[config.mk]
export PLATFORM = sky130hd
export DESIGN_NAME = at_response_parser_unit
export DESIGN_NICKNAME = d
export VERILOG_FILES = /design/src/hw/rtl/atrp_pkg.sv /design/src/hw/rtl/atrp_parser.sv /design/src/hw/rtl/at_response_parser_unit.sv
export SDC_FILE = /design/constraint.sdc
export NUM_CORES = 1
export LEC_CHECK = 0
export BUFFER_PORTS_ARGS = -buffer_cell sky130_fd_sc_hd__buf_4
export CAP_MARGIN = 20
export CORE_MARGIN = 8
export CORE_UTILIZATION = 56
export CTS_CLUSTER_SIZE = 24
export DETAILED_ROUTE_END_ITERATION = 12
export PLACE_DENSITY = 0.77
export SETUP_SLACK_MARGIN = 0.05
export SLEW_MARGIN = 20
export SYNTH_ARGS = -nofsm -noshare
export SYNTH_HDL_FRONTEND = slang
export SYNTH_SLANG_ARGS = --single-unit
[constraint.sdc]
create_clock -name i_clk -period 3.5 [get_ports i_clk]
set_input_delay 0.7 -clock i_clk [delete_from_list [all_inputs] [get_ports i_clk]]
set_output_delay 0.7 -clock i_clk [all_outputs]
set_load 0.01 [all_outputs]
[src/hw/rtl/atrp_pkg.sv]
// Shared constants for the AT response parser: status codes and character codes.
package atrp_pkg;

    // Status reported for each received word
    localparam logic [1:0] STATUS_NOT_READY = 2'd0;
    localparam logic [1:0] STATUS_OK        = 2'd1;
    localparam logic [1:0] STATUS_ERROR     = 2'd2;

    // Characters of the response grammar
    localparam logic [7:0] CH_CR    = 8'h0D;
    localparam logic [7:0] CH_LF    = 8'h0A;
    localparam logic [7:0] CH_O     = 8'h4F;
    localparam logic [7:0] CH_K     = 8'h4B;
    localparam logic [7:0] CH_E     = 8'h45;
    localparam logic [7:0] CH_R     = 8'h52;
    localparam logic [7:0] CH_PLUS  = 8'h2B;

    // Text range accepted in response lines, both ends inclusive
    localparam logic [7:0] TEXT_LO  = 8'd32;
    localparam logic [7:0] TEXT_HI  = 8'd128;

endpackage

[src/hw/rtl/atrp_parser.sv]
// Grammar state machine of the AT response parser: parse state and per-word status.
module atrp_parser
    import atrp_pkg::*;
(
    input  logic       i_clk,
    input  logic       i_rst_n,
    input  logic       i_step,
    input  logic [7:0] i_char,
    output logic [1:0] o_status
);

    typedef enum logic [4:0] {
        S_WAIT_CR    = 5'd0,
        S_WAIT_LF    = 5'd1,
        S_FIRST      = 5'd2,
        S_OK_K       = 5'd3,
        S_OK_CR      = 5'd4,
        S_OK_LF      = 5'd5,
        S_ERR_R1     = 5'd7,
        S_ERR_R2     = 5'd8,
        S_ERR_O      = 5'd9,
        S_ERR_R3     = 5'd10,
        S_ERR_CR     = 5'd11,
        S_ERR_LF     = 5'd12,
        S_TEXT       = 5'd14,
        S_TEXT_LF    = 5'd15,
        S_LINE_START = 5'd16,
        S_BLANK_LF   = 5'd17,
        S_FINAL      = 5'd18
    } t_parse_state;

    t_parse_state r_state;
    t_parse_state n_state;
    logic [1:0]   n_status;

    // Single byte match: advance on hit, flag error and hold on miss; a miss while waiting for CR holds without error
    always_comb begin
        n_state  = r_state;
        n_status = STATUS_NOT_READY;
        case (r_state)
            S_WAIT_CR: begin
                if (i_char == CH_CR) n_state = S_WAIT_LF;
            end
            S_WAIT_LF: begin
                if (i_char == CH_LF) n_state = S_FIRST;
                else n_status = STATUS_ERROR;
            end
            S_FIRST: begin
                if (i_char == CH_O) n_state = S_OK_K;
                else if (i_char == CH_PLUS) n_state = S_TEXT;
                else if (i_char == CH_E) n_state = S_ERR_R1;
                else n_status = STATUS_ERROR;
            end
            S_OK_K: begin
                if (i_char == CH_K) n_state = S_OK_CR;
                else n_status = STATUS_ERROR;
            end
            S_OK_CR: begin
                if (i_char == CH_CR) n_state = S_OK_LF;
                else n_status = STATUS_ERROR;
            end
            S_OK_LF: begin
                if (i_char == CH_LF) begin
                    n_state  = S_WAIT_CR;
                    n_status = STATUS_OK;
                end else begin
                    n_status = STATUS_ERROR;
                end
            end
            S_ERR_R1: begin
                if (i_char == CH_R) n_state = S_ERR_R2;
                else n_status = STATUS_ERROR;
            end
            S_ERR_R2: begin
                if (i_char == CH_R) n_state = S_ERR_O;
                else n_status = STATUS_ERROR;
            end
            S_ERR_O: begin
                if (i_char == CH_O) n_state = S_ERR_R3;
                else n_status = STATUS_ERROR;
            end
            S_ERR_R3: begin
                if (i_char == CH_R) n_state = S_ERR_CR;
                else n_status = STATUS_ERROR;
            end
            S_ERR_CR: begin
                if (i_char == CH_CR) n_state = S_ERR_LF;
                else n_status = STATUS_ERROR;
            end
            S_ERR_LF: begin
                // ERROR response ends here; reports error either way
                if (i_char == CH_LF) n_state = S_WAIT_CR;
                n_status = STATUS_ERROR;
            end
            S_TEXT: begin
                if (i_char >= TEXT_LO && i_char <= TEXT_HI) n_state = S_TEXT;
                else if (i_char == CH_CR) n_state = S_TEXT_LF;
                else n_status = STATUS_ERROR;
            end
            S_TEXT_LF: begin
                if (i_char == CH_LF) n_state = S_LINE_START;
                else n_status = STATUS_ERROR;
            end
            S_LINE_START: begin
                if (i_char == CH_PLUS) n_state = S_TEXT;
                else if (i_char == CH_CR) n_state = S_BLANK_LF;
                else n_status = STATUS_ERROR;
            end
            S_BLANK_LF: begin
                if (i_char == CH_LF) n_state = S_FINAL;
                else n_status = STATUS_ERROR;
            end
            S_FINAL: begin
                if (i_char == CH_O) n_state = S_OK_K;
                else if (i_char == CH_E) n_state = S_ERR_R1;
                else n_status = STATUS_ERROR;
            end
            default: begin
                n_state = S_WAIT_CR;
            end
        endcase
    end

    always_ff @(posedge i_clk) begin
        if (!i_rst_n) begin
            r_state <= S_WAIT_CR;
        end else if (i_step) begin
            r_state <= n_state;
        end
    end

    assign o_status = n_status;

    // Completed OK response always returns to the start
    a_ok_restarts: assert property (@(posedge i_clk) disable iff (!i_rst_n)
        (i_step && o_status == STATUS_OK) |=> (r_state == S_WAIT_CR))
        else $error("OK status did not return parser to start");

    // Grammar violation holds the state, except on the final ERROR line
    a_err_holds: assert property (@(posedge i_clk) disable iff (!i_rst_n)
        (i_step && o_status == STATUS_ERROR && r_state != S_ERR_LF) |=> $stable(r_state))
        else $error("parse state moved on a grammar error");

    // No word, no movement
    a_idle_holds: assert property (@(posedge i_clk) disable iff (!i_rst_n)
        !i_step |=> $stable(r_state))
        else $error("parse state moved without a word");

endmodule

[src/hw/rtl/at_response_parser_unit.sv]
// Top level of the AT response parser: input register, grammar checker, result register.
//
//  channel | direction | handshake                  | payload
//  --------+-----------+----------------------------+-----------------------
//  in      | input     | i_in_valid / o_in_stall    | i_in_char [7:0]
//  out     | output    | o_out_valid / i_out_stall  | o_status  [1:0]
//
// One word per cycle sustained while the output is not stalled; each word's status
// is presented on the output once the word has passed through the input register,
// one pass of the grammar state machine and the result register.
// Synchronous active-low reset puts the parser at "waiting for CR" and empties
// both registers.
// A stalled result holds in the result register while the input register
// still takes one more word; o_in_stall rises only when both are full.
module at_response_parser_unit
    import atrp_pkg::*;
(
    input  logic       i_clk,
    input  logic       i_rst_n,
    input  logic       i_in_valid,
    output logic       o_in_stall,
    input  logic [7:0] i_in_char,
    output logic       o_out_valid,
    input  logic       i_out_stall,
    output logic [1:0] o_status
);

    // input register
    logic       r_s1_valid;
    logic [7:0] r_s1_char;

    // result register
    logic       r_out_valid;
    logic [1:0] r_out_status;

    logic       out_free;   // result register can take a new status
    logic       s1_adv;     // buffered word is parsed this cycle
    logic       in_take;    // new word accepted this cycle
    logic [1:0] step_status;

    assign out_free   = !r_out_valid || !i_out_stall;
    assign s1_adv     = r_s1_valid && out_free;
    assign o_in_stall = r_s1_valid && !out_free;
    assign in_take    = i_in_valid && !o_in_stall;

    // Parse state only advances when the word's status moves to the output
    atrp_parser u_parser (
        .i_clk    (i_clk),
        .i_rst_n  (i_rst_n),
        .i_step   (s1_adv),
        .i_char   (r_s1_char),
        .o_status (step_status)
    );

    always_ff @(posedge i_clk) begin
        if (!i_rst_n) begin
            r_s1_valid <= 1'b0;
        end else if (in_take) begin
            r_s1_valid <= 1'b1;
        end else if (s1_adv) begin
            r_s1_valid <= 1'b0;
        end
    end

    always_ff @(posedge i_clk) begin
        if (in_take) begin
            r_s1_char <= i_in_char;
        end
    end

    always_ff @(posedge i_clk) begin
        if (!i_rst_n) begin
            r_out_valid <= 1'b0;
        end else if (out_free) begin
            r_out_valid <= r_s1_valid;
        end
    end

    always_ff @(posedge i_clk) begin
        if (s1_adv) begin
            r_out_status <= step_status;
        end
    end

    assign o_out_valid = r_out_valid;
    assign o_status    = r_out_status;

    // Upstream stalls only when both registers are occupied
    a_stall_full: assert property (@(posedge i_clk) disable iff (!i_rst_n)
        o_in_stall |-> (r_s1_valid && r_out_valid && i_out_stall))
        else $error("input stalled with room to spare");

    // A buffered word under stall is still there next cycle
    a_s1_kept: assert property (@(posedge i_clk) disable iff (!i_rst_n)
        (r_s1_valid && !s1_adv) |=> r_s1_valid)
        else $error("buffered word lost");

    // Only defined status codes leave the block
    a_status_legal: assert property (@(posedge i_clk) disable iff (!i_rst_n)
        o_out_valid |-> (o_status == STATUS_NOT_READY || o_status == STATUS_OK ||
                         o_status == STATUS_ERROR))
        else $error("illegal status code");

endmodule
==> results.sh, run 1 <==
export IMPL_ant_nets=0
export IMPL_port_buffers=15
export IMPL_dpl_cell_area_mm2=0.001291
export IMPL_fin_crit_sh_pct=80.09
export IMPL_fin_nets=158
export IMPL_wl_per_cell_um=17.02
export IMPL_nFillCells=188
export IMPL_postCtsHoldBufs=0
export IMPL_path_clk_slew_ns=0.09
export IMPL_whs_ns=0.5208
export IMPL_dp_cells=168
export IMPL_setup_tns_final_ns=0
export IMPL_synth_area_leaders="edfxtp_1 26%, dfxtp_1 12%, o31ai_1 3.9%"
export IMPL_dp_hpwl_um=2144
export IMPL_worst_setup_path_start_kind="flop"
export IMPL_regToRegSetupSlack_ns=0.70
export IMPL_pwr_density_cell_mw_per_mm2=275.0
export IMPL_globalplace_congestion=0.9716
export IMPL_regArea_um2=440.4
export IMPL_critPathMaxFanout=10
export IMPL_grt_max_degree=19
export IMPL_hold_violations=0
export IMPL_die_width_um=61.68
export IMPL_drt_total_wl_um=2928
export IMPL_synthArstFlopShare_pct=0
export IMPL_drive_gt1_share_pct=18.62
export IMPL_numCtsBuffers=3
export IMPL_multi_input_area_um2=674.4
export IMPL_cts_sinks=17
export IMPL_yosysTopAreaCellShare_pct=25.70
export IMPL_drc=0
export IMPL_io_pins=16
export IMPL_clockBufferDepth=2
export IMPL_synth_seq_cells=17
export IMPL_synthesis_area_mm2=0.001169
export IMPL_required_ns=3.71
export IMPL_cp_arrival_ns=3.02
export IMPL_antenna_found_initial=0
export IMPL_drt_iter0_drc=40
export IMPL_end_kind="flop"
export IMPL_yosys_warnings=0
export IMPL_cts_tree="done"
export IMPL_initial_core_util_pct=59.57
export IMPL_via_per_inst=6.686
export IMPL_cts_resized=0
export IMPL_endpoint="u_parser.r_state[4]$_SDFFE_PN0P_"
export IMPL_ys_flop_type="edfxtp_1"
export IMPL_syn_avg_cell_area_um2=8.721
export IMPL_area_growth_pct=12.74
export IMPL_synth_most_common_cell="nor2_1"
export IMPL_slew_limit_headroom_pct=53.56
export IMPL_synth_commonest_cells="11 x nor2_1, 10 x edfxtp_1, 10 x nand2_1"
export IMPL_worst_setup_path_type="reg2reg"
export IMPL_n_antenna_cell=0
export IMPL_finClkSkew_ns=0.0008789
export IMPL_finalInstanceArea_mm2=0.001318
export IMPL_worstReg2RegEnd="u_parser.r_state[4]$_SDFFE_PN0P_"
export IMPL_cap_violations=0
export IMPL_tightest_slew_ns=0.6903
export IMPL_p_leak_nw=0.4697
export IMPL_rsz0062_at_grt="false"
export IMPL_syn_num_nets=146
export IMPL_setup_viol=0
export IMPL_ys_seq_area_share_pct=37.69
export IMPL_synth_edf_count=10
export IMPL_dr_pass1_iters=5
export IMPL_r2r_start="r_s1_char[7]$_DFFE_PP_"
export IMPL_track_usage_pct=16.53
export IMPL_coreArea_mm2=0.001962
export IMPL_grt_ovfl_total=0
export IMPL_fin_cells=172
export IMPL_reg2reg_depth=7
export IMPL_yosysTopAreaCell="edfxtp_1"
export IMPL_synth_distinct_cells=47
export IMPL_cts_root_buf="clkbuf_4"
export IMPL_vias=1150
export IMPL_startpoint="r_s1_char[7]$_DFFE_PP_"
export IMPL_core_rowCount=16
export IMPL_grt_pass1_vias=1030
export IMPL_slew_violations=0
export IMPL_die_y_um=61.68
export IMPL_cts_max_level=1
export IMPL_vdd_ir_drop_worst_v=0.0002260
export IMPL_netlist_instances=134
export IMPL_clkLatencyLatePin_ns=0.29
export IMPL_max_freq_mhz=356.8
export IMPL_period_minus_slack_ns=2.803
export IMPL_die_area_mm2=0.003804
export IMPL_grt_pass1_wl_um=4664
export IMPL_cts_setup_buffers=0
export IMPL_hp_class="reg2reg"
export IMPL_power_w=0.0003623
export IMPL_status="finished, final reports clean"
==> registers in the layout, summed over array words and instances (netlist names) <==
name and count:
o_out_valid 1, r_s1_char 8, u_parser.r_state 5, r_s1_valid 1
o_status 2
==> through the flow <==
stage          setup slack [ns]  util (%)
5_1_grt                  0.5668     67.16
2_1_floorplan            0.9080         -
6_report                 0.6969     67.16
3_5_place_dp             0.7488     65.82
4_1_cts                  0.7274     67.16
3_3_place_gp             0.8094     65.82
==> kinds of logic after synthesis <==
kind of cell	share of synthesized area [%]
AOI/OAI and AO/OA	23.34
xor gates and xnor gates	1.499
buffers and inverters	4.603
DFF	37.69
muxes	0.8566
and+or+nand+nor	32.01
==> critical path, stage by stage (launching register included) <==
cell and delay, ns:
edfxtp_1 0.45, or2_1 0.29, or3_4 0.34, or4_4 0.50, a311o_1 0.37, nor3_4 0.39
a31oi_1 0.17, a211oi_2 0.22
==> area by class of cell <==
| type | instances | area share (%) |
|---|---|---|
| Multi-Input combinational cell | 103 | 51.19 |
| Sequential cell | 17 | 33.43 |
| Timing Repair Buffer | 17 | 9.687 |
| Tap cell | 27 | 2.564 |
| Clock buffer | 4 | 1.994 |
| Inverter | 4 | 1.140 |
==> per-layer routing <==
layer	part of all wire (%)	wire length, um	track usage (%)
met1	42	1240	19.61
met2	49	1429	27.18
met3	7.9	230	4.593
met4	0.96	28	6.818
met5	0	0	0
==> power by group <==
part | switching (W) | total (W) | internal, W
Clock | 0.0000598 | 0.000104 | 0.0000443
Sequential | 0.00000981 | 0.000230 | 0.000220
Combinational | 0.0000130 | 0.0000283 | 0.0000153
==> how the worst min path moves through the flow <==
stage	to	start	slack [ns]	cells after the start
floorplan	o_out_valid$_SDFFE_PN0P_	r_s1_valid$_SDFFE_PN0P_	0.44	2
CTS	o_out_valid$_SDFFE_PN0P_	r_s1_valid$_SDFFE_PN0P_	0.53	2
global route	r_s1_char[4]$_DFFE_PP_	i_in_char[4]	0.56	1
finish	o_out_valid$_SDFFE_PN0P_	r_s1_valid$_SDFFE_PN0P_	0.52	2
global placement	o_out_valid$_SDFFE_PN0P_	r_s1_valid$_SDFFE_PN0P_	0.46	2
detailed placement	o_out_valid$_SDFFE_PN0P_	r_s1_valid$_SDFFE_PN0P_	0.51	2
==> placed cells by master, fill, tap and decap left out, types with 2 or more instances in the layout <==
master / count
buf_4: 17
nor2_1: 11
nand2_1: 10
edfxtp_1: 10
dfxtp_1: 7
a31oi_1: 6
nand3_1: 6
o31ai_1: 6
nor3_1: 5
a21oi_1: 5
nor4b_1: 4
inv_1: 4
and3_1: 3
and4b_1: 3
o21ai_0: 3
o211ai_1: 3
clkbuf_4: 3
nor2b_1: 2
nand2b_1: 2
nor4_1: 2
a211oi_1: 2
or2_2: 2
or4_1: 2
nand4_1: 2
a221oi_1: 2
Power figures use the tool's default switching activity.
==> run 2, diff against run 1 <==
Settings changed: ABC_AREA set to 1, CORE_UTILIZATION 56 to 57, PLACE_DENSITY 0.77 to 0.78.
Clock period 3.5 ns to 2.7 ns, I/O delays scaled along.
==> run 2 against run 1 <==
Via count increased by 16%; critical path depth increased by 3; core utilization decreased by 1.2 points; cell count increased by 43%; cell area increased by 7.6%; synthesized cell count increased by 50%; maximum frequency increased by 64%; die area increased by 4.7%; non-clock buffer count decreased by 2; register-to-register slack improved by 0.29 ns; highest routed layer unchanged; largest power group is now combinational cells.
==> results.sh, run 2 <==
export IMPL_status="finished, final reports clean"
export IMPL_yosysTopAreaCell="edfxtp_1"
export IMPL_fin_nets=231
export IMPL_fin_crit_sh_pct=63.36
export IMPL_ys_seq_area_share_pct=34.82
export IMPL_setup_tns_final_ns=0
export IMPL_core_rowCount=17
export IMPL_drc=0
export IMPL_tightest_slew_ns=0.3610
export IMPL_grt_use_met3_pct=3.357
export IMPL_clockBufferDepth=2
export IMPL_drt_total_wl_um=3069
export IMPL_track_usage_pct=15.38
export IMPL_syn_num_nets=213
export IMPL_die_area_mm2=0.003983
export IMPL_rsz0062_at_grt="false"
export IMPL_synth_area_mux_share_pct=0
export IMPL_layout_common_cells="60 x nand2_1, 39 x nor2_1, 21 x inv_1, 16 x a21oi_1"
export IMPL_seqPwrFrac_pct=38.5
export IMPL_sw_frac_of_total_pct=45.68
export IMPL_coreArea_mm2=0.002148
export IMPL_synth_top_family_by_area="simple AND/OR/NAND/NOR gates"
export IMPL_p_int_w=0.0005252
export IMPL_grt_ovfl_total=0
export IMPL_slew_violations=0
export IMPL_synth_compound_area_share_pct=8.902
export IMPL_io_pins=16
export IMPL_die_width_um=63.11
export IMPL_numCtsBuffers=3
export IMPL_dr_pass1_iters=4
export IMPL_synth_distinct_cells=17
export IMPL_cts_tree="done"
export IMPL_pwr_share_clk_pct=15.0
export IMPL_critPathMaxFanout=10
export IMPL_syn_avg_cell_area_um2=6.293
export IMPL_drt_iter0_drc=114
export IMPL_ant_nets=0
export IMPL_yosys_warnings=0
export IMPL_regArea_um2=440.4
export IMPL_required_ns=2.91
export IMPL_cts_max_level=1
export IMPL_layout_commonest_cell="nand2_1"
export IMPL_cap_violations=0
export IMPL_reg2reg_depth=10
export IMPL_dp_cells=242
export IMPL_wl_per_cell_um=12.48
export IMPL_busiest_layer="met2"
export IMPL_n_antenna_cell=0
export IMPL_startpoint="r_s1_char[5]$_DFFE_PP_"
export IMPL_grt_use_met2_pct=24.97
export IMPL_p_leak_nw=0.6921
export IMPL_die_y_um=63.11
export IMPL_p_sw_w=0.0004417
export IMPL_synth_seq_cells=17
export IMPL_synth_area_leaders="edfxtp_1 24%, nand2_1 18%, nor2_1 12%"
export IMPL_grt_max_degree=12
export IMPL_drive_gt1_share_pct=17.43
export IMPL_fin_cells=246
export IMPL_port_buffers=15
export IMPL_largest_register_ffs=8
export IMPL_vias=1339
export IMPL_clkLatencyLatePin_ns=0.30
export IMPL_multi_input_area_um2=700.7
export IMPL_grt_pass1_vias=1250
export IMPL_vdd_ir_drop_worst_v=0.0004007
export IMPL_yosys_area_share_simple_pct=46.49
export IMPL_cp_arrival_ns=1.92
export IMPL_top_register="r_s1_char"
export IMPL_synth_commonest_cells="60 x nand2_1, 39 x nor2_1, 21 x inv_1"
export IMPL_setup_viol=0
export IMPL_hold_violations=0
export IMPL_slew_limit_headroom_pct=75.90
export IMPL_area_growth_pct=12.07
export IMPL_cts_sinks=17
export IMPL_max_freq_mhz=584.5
export IMPL_synth_most_common_cell="nand2_1"
export IMPL_finClkSkew_ns=0.004422
export IMPL_postCtsHoldBufs=0
export IMPL_synth_edf_count=10
export IMPL_grt_pass1_wl_um=5099
export IMPL_finalWorstSetupSlack_ns=0.9892
export IMPL_pwr_density_cell_mw_per_mm2=682.1
export IMPL_worstReg2RegEnd="u_parser.r_state[4]$_SDFFE_PN0P_"
export IMPL_nFillCells=210
export IMPL_endpoint="u_parser.r_state[4]$_SDFFE_PN0P_"
export IMPL_grt_met1_usage_pct=18.85
export IMPL_synthArstFlopShare_pct=0
export IMPL_synthesis_area_mm2=0.001265
export IMPL_cts_resized=0
export IMPL_path_clk_slew_ns=0.10
export IMPL_end_kind="flop"
export IMPL_combPwrFrac_pct=46.5
export IMPL_r2r_start="r_s1_char[5]$_DFFE_PP_"
export IMPL_regToRegSetupSlack_ns=0.99
export IMPL_worst_setup_path_start_kind="flop"
export IMPL_antenna_found_initial=0
export IMPL_hp_class="in2reg"
export IMPL_via_per_inst=5.443
export IMPL_dp_hpwl_um=2461
export IMPL_yosysTopAreaCellShare_pct=23.74
export IMPL_post_place_ws_ns=1.039
export IMPL_initial_core_util_pct=58.88
export IMPL_worst_setup_path_type="reg2reg"
export IMPL_synth_xor_xnor_area_share_pct=0
export IMPL_cts_root_buf="clkbuf_4"
export IMPL_cts_setup_buffers=0
export IMPL_period_minus_slack_ns=1.711
export IMPL_globalplace_congestion=0.9734
export IMPL_netlist_instances=201
export IMPL_synth_adder_area_share_pct=0
export IMPL_ys_flop_type="edfxtp_1"
-- run 2: cell count changes in the layout (fill, tap and decap cells not counted), moves of 6 or more --
| cell | delta |
|---|---|
| a31oi_1 | -6 |
| nand3_1 | +9 |
| nor2_1 | +28 |
| a21oi_1 | +11 |
| o31ai_1 | -6 |
| nand2_1 | +50 |
| inv_1 | +17 |
| inv_2 | +6 |
-- run 2: worst min-delay path by stage --
| stage | start | endpoint | slack (ns) | depth (start not counted) |
|---|---|---|---|---|
| 6_report | i_in_char[5] | r_s1_char[5]$_DFFE_PP_ | 0.41 | 1 |
| 5_1_grt | i_in_char[1] | r_s1_char[1]$_DFFE_PP_ | 0.39 | 1 |
| 4_1_cts | i_in_char[5] | r_s1_char[5]$_DFFE_PP_ | 0.40 | 1 |
| 3_5_place_dp | r_s1_valid$_SDFFE_PN0P_ | o_out_valid$_SDFFE_PN0P_ | 0.47 | 2 |
| 3_3_place_gp | r_s1_valid$_SDFFE_PN0P_ | o_out_valid$_SDFFE_PN0P_ | 0.47 | 2 |
| 2_1_floorplan | r_s1_valid$_SDFFE_PN0P_ | o_out_valid$_SDFFE_PN0P_ | 0.45 | 2 |
-- run 2: metal layers --
metal  part of all wire [%]  vias up  wire, um
li1                       -      675         -
met1                     42      590      1286
met2                     47       67      1451
met3                    8.9        7       273
met4                    1.9        0        57
met5                      0        -         0
-- run 2: worst max-delay path, cell delays in order, from the launching register on --
cell and delay [ns]:
edfxtp_1 0.47, inv_2 0.10, nand2_2 0.07, nor2_1 0.16
nand3_2 0.12, o21ai_0 0.10, nand3_1 0.14, nor2_4 0.21
nand3_1 0.13, nand2_1 0.08, nor2_1 0.03
-- run 2: power by group through the flow --
stage          registers (W)  logic [W]  clock network, W
2_1_floorplan       0.000359   0.000362                 0
3_3_place_gp        0.000376   0.000431                 0
3_5_place_dp        0.000377   0.000437                 0
4_1_cts             0.000371   0.000440          0.000146
5_1_grt             0.000377   0.000513          0.000155
6_report            0.000372   0.000450          0.000145
-- run 2: cell type report --
type,count,share of cell area [%]
Clock buffer,3,1.589
Tap cell,28,2.471
Sequential cell,17,31.07
Timing Repair Buffer,15,7.944
Clock inverter,1,0.3530
Multi-Input combinational cell,155,49.43
Inverter,27,7.149
-- run 2: through the flow --
step           util (%)  total power (W)  hold WS (ns)  area [um^2]
2_1_floorplan         -        0.0007206        0.4470         1265
3_3_place_gp      64.71        0.0008068        0.4666         1390
3_5_place_dp      64.71        0.0008138        0.4679         1390
4_1_cts           65.99        0.0009567        0.4042         1418
5_1_grt           65.99         0.001045        0.3921         1418
6_report          65.99        0.0009670        0.4078         1418
-- run 2: cell families (layout without fill, tap and decap cells) --
logic type,count (synthesis),count (layout)
AND/OR/NAND/NOR,133,133
flip-flops,17,17
buffers and inverters,29,46
AO/OA/AOI/OAI,22,22
